$ cat src/rtl/dcbse_pkg.sv
// Package for the DC motor back-EMF speed estimator.
// Holds the sequencer state type, step counts, scaling constants and register indexes.
// No dependencies.
package dcbse_pkg;

	// sequencer states: idle, one per shared-unit operation, and done
	typedef enum logic [3:0] {
		ST_IDLE,
		ST_MUL_CUR,
		ST_MUL_DCL,
		ST_DIV_DCL,
		ST_DIV_RAT,
		ST_MUL_VMV,
		ST_MUL_RI,
		ST_MUL_LDI,
		ST_MUL_SPD,
		ST_MUL_HC,
		ST_DIV_HC,
		ST_DONE
	} state_t;

	// configuration register indexes
	typedef enum logic [2:0] {
		REG_RES   = 3'd0,
		REG_LTS   = 3'd1,
		REG_GAIN  = 3'd2,
		REG_DUTY  = 3'd3,
		REG_PERIOD = 3'd4
	} reg_idx_t;

	localparam int MUL_STEPS = 16;
	localparam int DIV_STEPS = 32;
	localparam int CNT_W     = 6;

	// step count of the capture cycle of each unit
	localparam logic [CNT_W-1:0] MUL_LAST = CNT_W'(MUL_STEPS + 1);
	localparam logic [CNT_W-1:0] DIV_LAST = CNT_W'(DIV_STEPS + 1);

	localparam logic [15:0] CUR_SCALE  = 16'd6600;
	localparam logic [15:0] DCL_SCALE  = 16'd9960;
	localparam logic [15:0] DCL_DIVSR  = 16'd4095;
	localparam logic [15:0] PCT_DIVSR  = 16'd100;
	localparam logic [6:0]  DUTY_MAX   = 7'd100;
	localparam logic [16:0] RATIO_ONE  = 17'd65536;

	localparam logic [11:0] RES_RST  = 12'd486;
	localparam logic [11:0] LTS_RST  = 12'd199;
	localparam logic [15:0] GAIN_RST = 16'd10145;

	localparam logic signed [27:0] SPD_MIN = -28'sd1048576;
	localparam logic signed [27:0] SPD_MAX = 28'sd1048575;

endpackage

$ cat src/rtl/dc_motor_backemf_speed_estimator_top.sv
// Top level of the DC motor back-EMF speed estimator.
// Uses dcbse_pkg for the state type and constants; no submodules.
// Holds the sequencer, the shift-add multiplier and the restoring divider.

// One input word gives one output word. All arithmetic runs through one
// bit-serial shift-add multiplier (a load step, one step per bit of the 16-bit
// multiplier and a capture step per product) and one bit-serial restoring
// divider (a load step, one step per bit of the 32-bit dividend and a capture
// step), used seven and three times per word in turn. A new input word is taken
// once the sequencer is back to idle, even while the previous result still
// waits on the output side; a second finished result waits in the sequencer
// until the output register frees. Config writes take effect at once and belong
// in gaps with no word in flight.
module dc_motor_backemf_speed_estimator_top (
	input  logic         clk,
	input  logic         arst_n,
	input  logic         cfg_wr_en,
	input  logic [2:0]   cfg_addr,
	input  logic [15:0]  cfg_wdata,
	input  logic         s_axis_tvalid,
	output logic         s_axis_tready,
	// current_adc[11:0], dclink_adc[23:12], pulse_high_count[39:24],
	// pulse_period_count[55:40]
	input  logic [55:0]  s_axis_tdata,
	output logic         m_axis_tvalid,
	input  logic         m_axis_tready,
	// current_ma_q4[16:0], dclink_mv[30:17], duty_ratio_q16[47:31],
	// divide_fault[48], motor_mv[62:49], wheel_speed_q8[83:63],
	// high_side_compare[99:84], low_side_compare[115:100], mid_compare[130:116], zeros
	output logic [135:0] m_axis_tdata
);

	dcbse_pkg::state_t state_q, state_d;
	logic [dcbse_pkg::CNT_W-1:0] cnt_q;
	logic op_last;
	logic op_div;

	// configuration registers
	logic [11:0] res_q, lts_q;
	logic [15:0] gain_q, period_q;
	logic [6:0]  duty_q;

	// captured input word
	logic [11:0] cadc_q, dadc_q;
	logic [15:0] hi_q, per_q;

	// intermediate results
	logic [16:0] cur_q, prev_q, ratio_q;
	logic [13:0] dcl_q;
	logic        fault_q;
	logic signed [13:0] vmv_q;
	logic [28:0] ri_q;
	logic signed [29:0] ldi_q;
	logic signed [20:0] spd_q;
	logic [15:0] hc_q;

	// shared units
	logic signed [47:0] acc_q, a_q;
	logic [15:0] b_q;
	logic [31:0] quo_q;
	logic [15:0] rem_q, dvs_q;
	logic [16:0] div_try;
	logic        div_ge;

	logic        out_vld_q;
	logic [135:0] out_q;

	// combinational helpers
	logic        vneg;
	logic [47:0] vmag, vq;
	logic signed [13:0] vmv_w;
	logic signed [47:0] e_w;
	logic signed [27:0] spd_sh;
	logic [6:0]  duty_c;
	logic [15:0] lc_w;

	// operation length and sequencing
	always_comb begin
		op_div = (state_q == dcbse_pkg::ST_DIV_DCL) || (state_q == dcbse_pkg::ST_DIV_RAT) ||
			(state_q == dcbse_pkg::ST_DIV_HC);
		op_last = op_div ? (cnt_q == dcbse_pkg::DIV_LAST) : (cnt_q == dcbse_pkg::MUL_LAST);
		state_d = state_q;
		case (state_q)
			dcbse_pkg::ST_IDLE: begin
				if (s_axis_tvalid) state_d = dcbse_pkg::ST_MUL_CUR;
			end
			dcbse_pkg::ST_MUL_CUR: if (op_last) state_d = dcbse_pkg::ST_MUL_DCL;
			dcbse_pkg::ST_MUL_DCL: if (op_last) state_d = dcbse_pkg::ST_DIV_DCL;
			dcbse_pkg::ST_DIV_DCL: if (op_last) state_d = dcbse_pkg::ST_DIV_RAT;
			dcbse_pkg::ST_DIV_RAT: if (op_last) state_d = dcbse_pkg::ST_MUL_VMV;
			dcbse_pkg::ST_MUL_VMV: if (op_last) state_d = dcbse_pkg::ST_MUL_RI;
			dcbse_pkg::ST_MUL_RI:  if (op_last) state_d = dcbse_pkg::ST_MUL_LDI;
			dcbse_pkg::ST_MUL_LDI: if (op_last) state_d = dcbse_pkg::ST_MUL_SPD;
			dcbse_pkg::ST_MUL_SPD: if (op_last) state_d = dcbse_pkg::ST_MUL_HC;
			dcbse_pkg::ST_MUL_HC:  if (op_last) state_d = dcbse_pkg::ST_DIV_HC;
			dcbse_pkg::ST_DIV_HC:  if (op_last) state_d = dcbse_pkg::ST_DONE;
			dcbse_pkg::ST_DONE: begin
				if (!out_vld_q || m_axis_tready) state_d = dcbse_pkg::ST_IDLE;
			end
			default: state_d = dcbse_pkg::ST_IDLE;
		endcase
	end

	assign s_axis_tready = (state_q == dcbse_pkg::ST_IDLE);

	always_ff @(posedge clk or negedge arst_n) begin
		if (!arst_n) begin
			state_q <= dcbse_pkg::ST_IDLE;
			cnt_q   <= '0;
		end else begin
			state_q <= state_d;
			if (state_q == dcbse_pkg::ST_IDLE || state_q == dcbse_pkg::ST_DONE || op_last)
				cnt_q <= '0;
			else
				cnt_q <= cnt_q + 1'b1;
		end
	end

	// configuration writes
	always_ff @(posedge clk or negedge arst_n) begin
		if (!arst_n) begin
			res_q    <= dcbse_pkg::RES_RST;
			lts_q    <= dcbse_pkg::LTS_RST;
			gain_q   <= dcbse_pkg::GAIN_RST;
			duty_q   <= '0;
			period_q <= '0;
		end else if (cfg_wr_en) begin
			case (cfg_addr)
				dcbse_pkg::REG_RES:    res_q    <= cfg_wdata[11:0];
				dcbse_pkg::REG_LTS:    lts_q    <= cfg_wdata[11:0];
				dcbse_pkg::REG_GAIN:   gain_q   <= cfg_wdata;
				dcbse_pkg::REG_DUTY:   duty_q   <= cfg_wdata[6:0];
				dcbse_pkg::REG_PERIOD: period_q <= cfg_wdata;
				default: ;
			endcase
		end
	end

	// divider step, result shaping and error term
	always_comb begin
		div_try = {rem_q, quo_q[31]};
		div_ge = div_try >= {1'b0, dvs_q};
		vneg   = acc_q[47];
		vmag   = vneg ? 48'(-acc_q) : 48'(acc_q);
		vq     = vmag >> 16;
		vmv_w  = vneg ? -$signed(vq[13:0]) : $signed(vq[13:0]);
		e_w    = (48'(vmv_q) <<< 12) - $signed({19'b0, ri_q}) - 48'(ldi_q);
		spd_sh = 28'(acc_q >>> 20);
		duty_c = (duty_q > dcbse_pkg::DUTY_MAX) ? dcbse_pkg::DUTY_MAX : duty_q;
		lc_w   = period_q - hc_q;
	end

	// shared multiplier and divider, operand loads and result captures
	always_ff @(posedge clk) begin
		if (state_q == dcbse_pkg::ST_IDLE && s_axis_tvalid) begin
			cadc_q <= s_axis_tdata[11:0];
			dadc_q <= s_axis_tdata[23:12];
			hi_q   <= s_axis_tdata[39:24];
			per_q  <= s_axis_tdata[55:40];
		end
		if (cnt_q == '0) begin
			rem_q <= '0;
			case (state_q)
				dcbse_pkg::ST_MUL_CUR: begin
					acc_q <= '0;
					a_q <= $signed({36'b0, cadc_q});
					b_q <= dcbse_pkg::CUR_SCALE;
				end
				dcbse_pkg::ST_MUL_DCL: begin
					acc_q <= '0;
					a_q <= $signed({36'b0, dadc_q});
					b_q <= dcbse_pkg::DCL_SCALE;
				end
				dcbse_pkg::ST_DIV_DCL: begin
					quo_q <= acc_q[31:0];
					dvs_q <= dcbse_pkg::DCL_DIVSR;
				end
				dcbse_pkg::ST_DIV_RAT: begin
					quo_q <= {hi_q, 16'b0};
					dvs_q <= per_q;
				end
				dcbse_pkg::ST_MUL_VMV: begin
					acc_q <= '0;
					a_q <= $signed({31'b0, ratio_q}) - 48'sd32768;
					b_q <= {2'b0, dcl_q};
				end
				dcbse_pkg::ST_MUL_RI: begin
					acc_q <= '0;
					a_q <= $signed({31'b0, cur_q});
					b_q <= {4'b0, res_q};
				end
				dcbse_pkg::ST_MUL_LDI: begin
					acc_q <= '0;
					a_q <= $signed({31'b0, cur_q}) - $signed({31'b0, prev_q});
					b_q <= {4'b0, lts_q};
				end
				dcbse_pkg::ST_MUL_SPD: begin
					acc_q <= '0;
					a_q <= e_w;
					b_q <= gain_q;
				end
				dcbse_pkg::ST_MUL_HC: begin
					acc_q <= '0;
					a_q <= $signed({41'b0, duty_c});
					b_q <= period_q;
				end
				dcbse_pkg::ST_DIV_HC: begin
					quo_q <= acc_q[31:0];
					dvs_q <= dcbse_pkg::PCT_DIVSR;
				end
				default: ;
			endcase
		end else if (op_last) begin
			case (state_q)
				dcbse_pkg::ST_MUL_CUR: cur_q <= acc_q[24:8];
				dcbse_pkg::ST_DIV_DCL: dcl_q <= quo_q[13:0];
				dcbse_pkg::ST_DIV_RAT: begin
					fault_q <= (per_q == '0);
					if (per_q == '0)
						ratio_q <= '0;
					else if (quo_q > 32'(dcbse_pkg::RATIO_ONE))
						ratio_q <= dcbse_pkg::RATIO_ONE;
					else
						ratio_q <= quo_q[16:0];
				end
				dcbse_pkg::ST_MUL_VMV: vmv_q <= vmv_w;
				dcbse_pkg::ST_MUL_RI:  ri_q  <= acc_q[28:0];
				dcbse_pkg::ST_MUL_LDI: ldi_q <= acc_q[29:0];
				dcbse_pkg::ST_MUL_SPD: begin
					if (spd_sh < dcbse_pkg::SPD_MIN)
						spd_q <= 21'(dcbse_pkg::SPD_MIN);
					else if (spd_sh > dcbse_pkg::SPD_MAX)
						spd_q <= 21'(dcbse_pkg::SPD_MAX);
					else
						spd_q <= spd_sh[20:0];
				end
				dcbse_pkg::ST_DIV_HC: hc_q <= quo_q[15:0];
				default: ;
			endcase
		end else if (op_div) begin
			// restoring divide, one quotient bit a cycle
			rem_q <= div_ge ? 16'(div_try - {1'b0, dvs_q}) : div_try[15:0];
			quo_q <= {quo_q[30:0], div_ge};
		end else begin
			// shift-add multiply, one multiplier bit a cycle
			if (b_q[0]) acc_q <= acc_q + a_q;
			a_q <= a_q <<< 1;
			b_q <= b_q >> 1;
		end
		if (state_q == dcbse_pkg::ST_DONE && (!out_vld_q || m_axis_tready)) begin
			out_q <= {5'b0, period_q[15:1], lc_w, hc_q, spd_q, vmv_q, fault_q, ratio_q,
				dcl_q, cur_q};
		end
	end

	// output valid and current history
	always_ff @(posedge clk or negedge arst_n) begin
		if (!arst_n) begin
			out_vld_q <= 1'b0;
			prev_q    <= '0;
		end else begin
			if (state_q == dcbse_pkg::ST_DONE && (!out_vld_q || m_axis_tready)) begin
				out_vld_q <= 1'b1;
				prev_q    <= cur_q;
			end else if (m_axis_tready) begin
				out_vld_q <= 1'b0;
			end
		end
	end

	assign m_axis_tvalid = out_vld_q;
	assign m_axis_tdata  = out_q;

	// a fault word never carries a nonzero ratio
	assert property (@(posedge clk) disable iff (!arst_n)
		m_axis_tvalid && m_axis_tdata[48] |-> m_axis_tdata[47:31] == '0)
		else $error("fault word with nonzero duty ratio");

	// an accepted word starts the sequence
	assert property (@(posedge clk) disable iff (!arst_n)
		s_axis_tvalid && s_axis_tready |=> state_q == dcbse_pkg::ST_MUL_CUR && cnt_q == '0)
		else $error("sequencer did not start on accepted word");

	// step counter stays within the longest operation
	assert property (@(posedge clk) disable iff (!arst_n)
		cnt_q <= dcbse_pkg::DIV_LAST)
		else $error("step counter overran");

endmodule

$ cat config.mk
export PLATFORM = sky130hd
export DESIGN_NAME = dc_motor_backemf_speed_estimator_top
export DESIGN_NICKNAME = d
export VERILOG_FILES = /design/src/rtl/dcbse_pkg.sv /design/src/rtl/dc_motor_backemf_speed_estimator_top.sv
export SDC_FILE = /design/constraint.sdc
export NUM_CORES = 1
export LEC_CHECK = 0
export ABC_AREA = 1
export BUFFER_PORTS_ARGS = -buffer_cell sky130_fd_sc_hd__clkbuf_2
export CORE_ASPECT_RATIO = 1.5
export CORE_MARGIN = 2
export CORE_UTILIZATION = 35
export DETAILED_ROUTE_END_ITERATION = 16
export SLEW_MARGIN = 20
export SYNTH_ARGS = -nofsm -noshare
export SYNTH_HDL_FRONTEND = slang
export SYNTH_SLANG_ARGS = --single-unit
$ cat constraint.sdc
create_clock -name clk -period 7.9 [get_ports clk]
set_input_delay 0.79 -clock clk [delete_from_list [all_inputs] [get_ports clk]]
set_output_delay 0.79 -clock clk [all_outputs]
set_load 0.05 [all_outputs]
Word-level counts from Yosys, hierarchy flattened. Index checks and enable logic that the tools add are counted. W data, S select, Z words.

Logic and storage cells: 160. Bits of input ports: 80. Output and inout port bits: 138. Bits in registers: 613.

Add/sub/neg operators: 10. Order comparisons: 5. Reductions and logical operators: 38. Muxes and demuxes: 41. Equal/unequal tests: 34. Bitwise operators: 2.

Operator list (number): $mux W48 (8); $pmux W48 S7 (1); $pmux W16 S7 (1); $mux W32 (3); $mux W16 (4); $pmux W32 S2 (1); $add A48 B48 Y48 (1); $mux W4 (12); $pmux W16 S3 (1); $pmux W4 S12 (1); $gt A32 B17 Y1 const B (1); $sub A16 B16 Y16 (2); $sub A31 B30 Y32 (1); $sub A26 B30 Y31 (1); $mux W30 (1); $neg A30 Y30 (1); $reduce_and A3 Y1 (10); $gt A28 B21 Y1 const B (1); $lt A28 B21 Y1 const B (1); $ne A2 B2 Y1 const B (12); $mux W21 (1); $sub A17 B16 Y18 const B (1); $sub A17 B17 Y18 (1); $ge A17 B16 Y1 (1); 35 further kinds (62).

Longest topological paths before layout.
Depth in word-level cells: 6. Mapped depth: 18. Depth with buffers taken out: 17.

Worst setup path after synthesis. OpenSTA, ideal clock, no wires.

Path type: input to register. From: input port m_axis_tready. To: register prev_q[10]. Arrival: 5.060 ns. Path buffers: 1. Slack: 2.503 ns. Required time: 7.563 ns. Setup time: 0.337 ns. Stages: 4. Path through: nor2_1 -> nor2_1 -> clkbuf_1 -> o21ai_0.

Cells in the longest elaborated chain, start to end: 2.

Ends and longest elaborated chain: start: declaration (line dc_motor_backemf_speed_estimator_top.sv:26) `input logic m_axis_tready,`; $logic_or A1 B1 Y1 (line dc_motor_backemf_speed_estimator_top.sv:262) `if (state_q == dcbse_pkg::ST_DONE && (!out_vld_q || m_axis_tready)) begin`; $logic_and A1 B1 Y1 (line dc_motor_backemf_speed_estimator_top.sv:262); end signal: assignment (line dc_motor_backemf_speed_estimator_top.sv:264) `prev_q <= cur_q;`; end: declaration (line dc_motor_backemf_speed_estimator_top.sv:48) `logic [16:0] cur_q, prev_q, ratio_q;`.

No other way between the ends. A chain may end at the register's enable or synchronous reset.

Final worst setup path.
From: register cnt_q[0] in the netlist's numbering. To: register a_q[18] (enable).

Cells in the longest elaborated chain, start to end: 4. Elaborated cells on any way between the ends: 8. Classes of those cells: eq/ne (5); mux (1); reduce/logical (2).

Ends and longest elaborated chain: start: declaration (line dc_motor_backemf_speed_estimator_top.sv:34) `logic [dcbse_pkg::CNT_W-1:0] cnt_q;`; start signal: assignment (line dc_motor_backemf_speed_estimator_top.sv:115) `cnt_q <= cnt_q + 1'b1;`; $eq A6 B5 Y1 / $eq A6 B6 Y1 (equally long branches) (line dc_motor_backemf_speed_estimator_top.sv:81) `op_last = op_div ? (cnt_q == dcbse_pkg::DIV_LAST) : (cnt_q == dcbse_pkg::MUL_LAST);`; $mux W1 (line dc_motor_backemf_speed_estimator_top.sv:81); $ne A2 B1 Y1 (no source line); $reduce_and A3 Y1 (no source line) *; end signal: assignment (line dc_motor_backemf_speed_estimator_top.sv:166) `a_q <= $signed({36'b0, cadc_q});`; end signal: assignment (line dc_motor_backemf_speed_estimator_top.sv:171) `a_q <= $signed({36'b0, dadc_q});`; end signal: assignment (line dc_motor_backemf_speed_estimator_top.sv:184) `a_q <= $signed({31'b0, ratio_q}) - 48'sd32768;`; end: declaration (line dc_motor_backemf_speed_estimator_top.sv:58) `logic signed [47:0] acc_q, a_q;`.

Mark *: on every way between the ends. The rest lies on a longest branch, timed or not.

==> out/qor.txt <==
Outcome - completed
Via density per instance - 5.15
Post-route clock skew - 74.8 ps
Unrepaired setup endpoints after global routing - false
CP dominant cell by count - sky130_fd_sc_hd__buf_4
Count of non-filler cells in the finished layout - 4,836
Cell depth of the worst flop-to-flop path - 8
All-Layer GR Usage - 0.216
Number of buffers added for setup after CTS - 0
Total overflow reported by the global router - 0
Post-detailed-routing wire length - 102,000 um
Initial core utilization - 0.353
Class of the most critical setup path - reg2reg
Post-layout min period - 4630 ps
Number of buffers added by the clock tree synthesis step - 58
Layout-stage area growth over the synthesis result - 14.0%
# setup viols final - 0
Final period utilization - 0.586
Filler cell count in the final layout - 8,901
Worst Hold Slack - 133 ps
End of the worst register-to-register path - a_q[18]
DR vias - 24,900
Die outline area - 93,800 um2
Dominant register cell in the synthesized netlist - sky130_fd_sc_hd__edfxtp_1
Fraction of synthesized cell area taken by the top area cell type - 0.476
Count of hold-fix buffers inserted at cts - 0
Violation count after the first detailed-routing iteration - 1,798
Total power divided by cell area - 397 nW/um2
Clock root cell - sky130_fd_sc_hd__clkbuf_16
Final TNS setup - 0 ps
Gpl congestion - 0.976
Slowest cell on the critical path - sky130_fd_sc_hd__inv_2
Top cells by area, synth - sky130_fd_sc_hd__edfxtp_1, sky130_fd_sc_hd__nand2_1, sky130_fd_sc_hd__dfrtp_1
Count of synthesis-stage warnings from yosys - 0
Worst hold path type - in2async
Maximum count of clock buffers along a single path - 3
CP endpoint - a_q[18]
Placed wire-length estimate - 79,400 um
Synth top cells by count - sky130_fd_sc_hd__nand2_1, sky130_fd_sc_hd__edfxtp_1, sky130_fd_sc_hd__inv_1, sky130_fd_sc_hd__nor2_1, sky130_fd_sc_hd__o21ai_0
Multi-input logic area - 12,300 um2
Fraction of the yosys area taken by sequential cells - 0.558
Clock input transition at the sequential cells of the worst setup and hold paths - 70 ps
CTS tree - yes
Max transition margin - 0.297
Detail Route Antenna Nets - 0
VDD IR-drop max - 0.280 mV
Number of flops mapped to enable cells by yosys - 506
Mean area per synthesized cell - 9.39 um2
Crit Path Max Fanout - 85
Area of the core - 90,400 um2
Kind of launch point of the worst setup path - flip-flop
# placed instances - 4,723
Most used standard cell by instance count after synthesis - sky130_fd_sc_hd__nand2_1
Share of cells above drive strength 1 - 0.111
Wire length per cell after detailed routing - 21.2 um
Launch point of the worst path - cnt_q[0]
Chip Width - 251 um
Reg area - 17,800 um2
Data required, critical path - 8130 ps
Slew at the pin closest to its max-slew limit - 1050 ps
Register bit total from synthesis - 613
# IOs - 218
Series of cell instances along the critical path - inv_1, ha_1, nand3_4, inv_2, buf_4, o21ai_1, a31oi_4, buf_4
Final hold violation count - 0
Number of max-cap violations - 0
Worst-skew pair later-pin latency - 680 ps
Fraction of registers with async set/reset - 0.148
Netlist Area Pre-Place - 31,900 um2
Peak clock frequency supported by timing - 216 MHz
Total Nets Final - 3,863
Data arrival time of the worst path - 4860 ps
Static Leakage - 15.4 nW
Via count of the first global-routing pass - 24,600
Resized Gates After CTS - 0
Most area-hungry cell type in the Yosys netlist - sky130_fd_sc_hd__edfxtp_1
Post-synthesis cell count - 3,402
Pin count of the biggest net entering global routing - 86
Endpoint class of the critical path - flip-flop
Number of different library cells in the post-synthesis netlist - 59
Standard-cell rows - 135
Antenna violations before repair - 5
Die Height - 374 um
Slew Viols, Final - 0
Post-layout total power - 14.5 mW
Peak per-stage delay on the critical path - 950 ps
Maximum level of the CTS H-tree - 2
Drt pass-1 iters - 6
Global-route wire length before repair - 152,000 um
Post-route DRC - 0
Worst reg2reg startpoint - cnt_q[0]
Sink Count - 613
Register-to-Register Setup Slack - 3270 ps
Number of port buffers - 212
[final cells by class]
| class | instances | area share |
|---|---|---|
| diodes | 3 | 0.000206 |
| clock buffers | 68 | 0.0414 |
| clock inverters | 42 | 0.0152 |
| inverters | 419 | 0.0432 |
| multi-input cells | 2290 | 0.336 |
| flip-flops and latches | 613 | 0.489 |
| well taps | 1164 | 0.0400 |
| repair buffers | 237 | 0.0344 |
[worst max-delay path, delay by kind of cell (launching register included)]
family / cells / cell delay [ps]
buffers and inverters: 4 / 2410
AND/OR/NAND/NOR: 1 / 770
flip-flops: 1 / 420
AO/OA/AOI/OAI: 2 / 380
adder cells (fa/ha/maj): 1 / 190
[state kept, by name, indices dropped and copies added, names as in the netlist, 21 cells and up]
name          count
ri_q             29
quo_q            32
a_q              48
spd_q            21
acc_q            48
m_axis_tdata    131
ldi_q            30
[through the flow]
| step | setup slack [ps] | util | cell area, um2 |
|---|---|---|---|
| 3_3_place_gp | 3400 | 0.380 | 34300 |
| 3_5_place_dp | 3310 | 0.380 | 34300 |
| 2_1_floorplan | 2500 | - | 32000 |
| 4_1_cts | 3250 | 0.403 | 36400 |
| 5_1_grt | 2980 | 0.403 | 36400 |
| 6_report | 3270 | 0.403 | 36400 |
[cell usage in the layout, fill, tap and decap left out, types with 9 or more instances in the layout]
cell type / instances
sky130_fd_sc_hd__xor2_1: 25
sky130_fd_sc_hd__nand3b_1: 17
sky130_fd_sc_hd__inv_1: 408
sky130_fd_sc_hd__fa_1: 22
sky130_fd_sc_hd__nor4_1: 11
sky130_fd_sc_hd__o21bai_1: 10
sky130_fd_sc_hd__edfxtp_1: 506
sky130_fd_sc_hd__xnor2_1: 16
sky130_fd_sc_hd__a21o_1: 16
sky130_fd_sc_hd__inv_2: 10
sky130_fd_sc_hd__clkbuf_2: 211
sky130_fd_sc_hd__dfrtp_1: 73
sky130_fd_sc_hd__a211oi_1: 9
sky130_fd_sc_hd__nand4_1: 21
sky130_fd_sc_hd__nor2_1: 297
sky130_fd_sc_hd__buf_4: 26
sky130_fd_sc_hd__a221oi_1: 9
sky130_fd_sc_hd__ha_1: 142
sky130_fd_sc_hd__dfstp_2: 18
sky130_fd_sc_hd__o21a_1: 14
sky130_fd_sc_hd__o21ai_1: 17
sky130_fd_sc_hd__a31oi_1: 18
sky130_fd_sc_hd__nor3_1: 34
sky130_fd_sc_hd__a21oi_1: 236
sky130_fd_sc_hd__clkbuf_16: 58
sky130_fd_sc_hd__dfxtp_1: 16
sky130_fd_sc_hd__bufinv_16: 10
sky130_fd_sc_hd__nand3_1: 172
sky130_fd_sc_hd__clkinv_2: 13
sky130_fd_sc_hd__nor2_2: 9
sky130_fd_sc_hd__a22o_1: 17
sky130_fd_sc_hd__nand2_1: 805
sky130_fd_sc_hd__o21ai_0: 293
[worst min path at each step]
stage	startpoint	to	cells past startpoint
after floorplan	fault_q	m_axis_tdata[48]	0
after global placement	spd_q[2]	m_axis_tdata[65]	0
after detailed placement	spd_q[10]	m_axis_tdata[73]	0
after CTS	arst_n	m_axis_tvalid	1
after global routing	arst_n	period_q[13]	1
final	arst_n	period_q[13]	1
[power by group]
part	internal (mW)	switching, mW	total, mW	leakage, nW
Clock	1.72	1.33	3.05	1.00
Sequential	4.75	0.704	5.45	5.90
Combinational	1.71	4.25	5.96	8.48
[routing by layer]
layer / GRT usage / up-vias / wire length (um)
met3: 0.0312 / 266 / 5240
met5: 0 / - / 57
li1: - / 12000 / -
met4: 0.151 / 8 / 8160
met2: 0.385 / 836 / 51400
met1: 0.236 / 11800 / 37600
[logic make-up (layout without fill, tap and decap cells)]
group                    after synthesis  in the layout  share of synthesized area
AO/OA/AOI/OAI                        685            685                      0.120
XOR/XNOR                              41             41                     0.0112
adder cells (fa/ha/maj)              164            164                     0.0694
buffers and inverters                503            766                     0.0615
flip-flops                           613            613                      0.558
other                                  1              8                   0.000117
AND/OR/NAND/NOR                     1395           1395                      0.180
(Power assumes the default switching activity.)
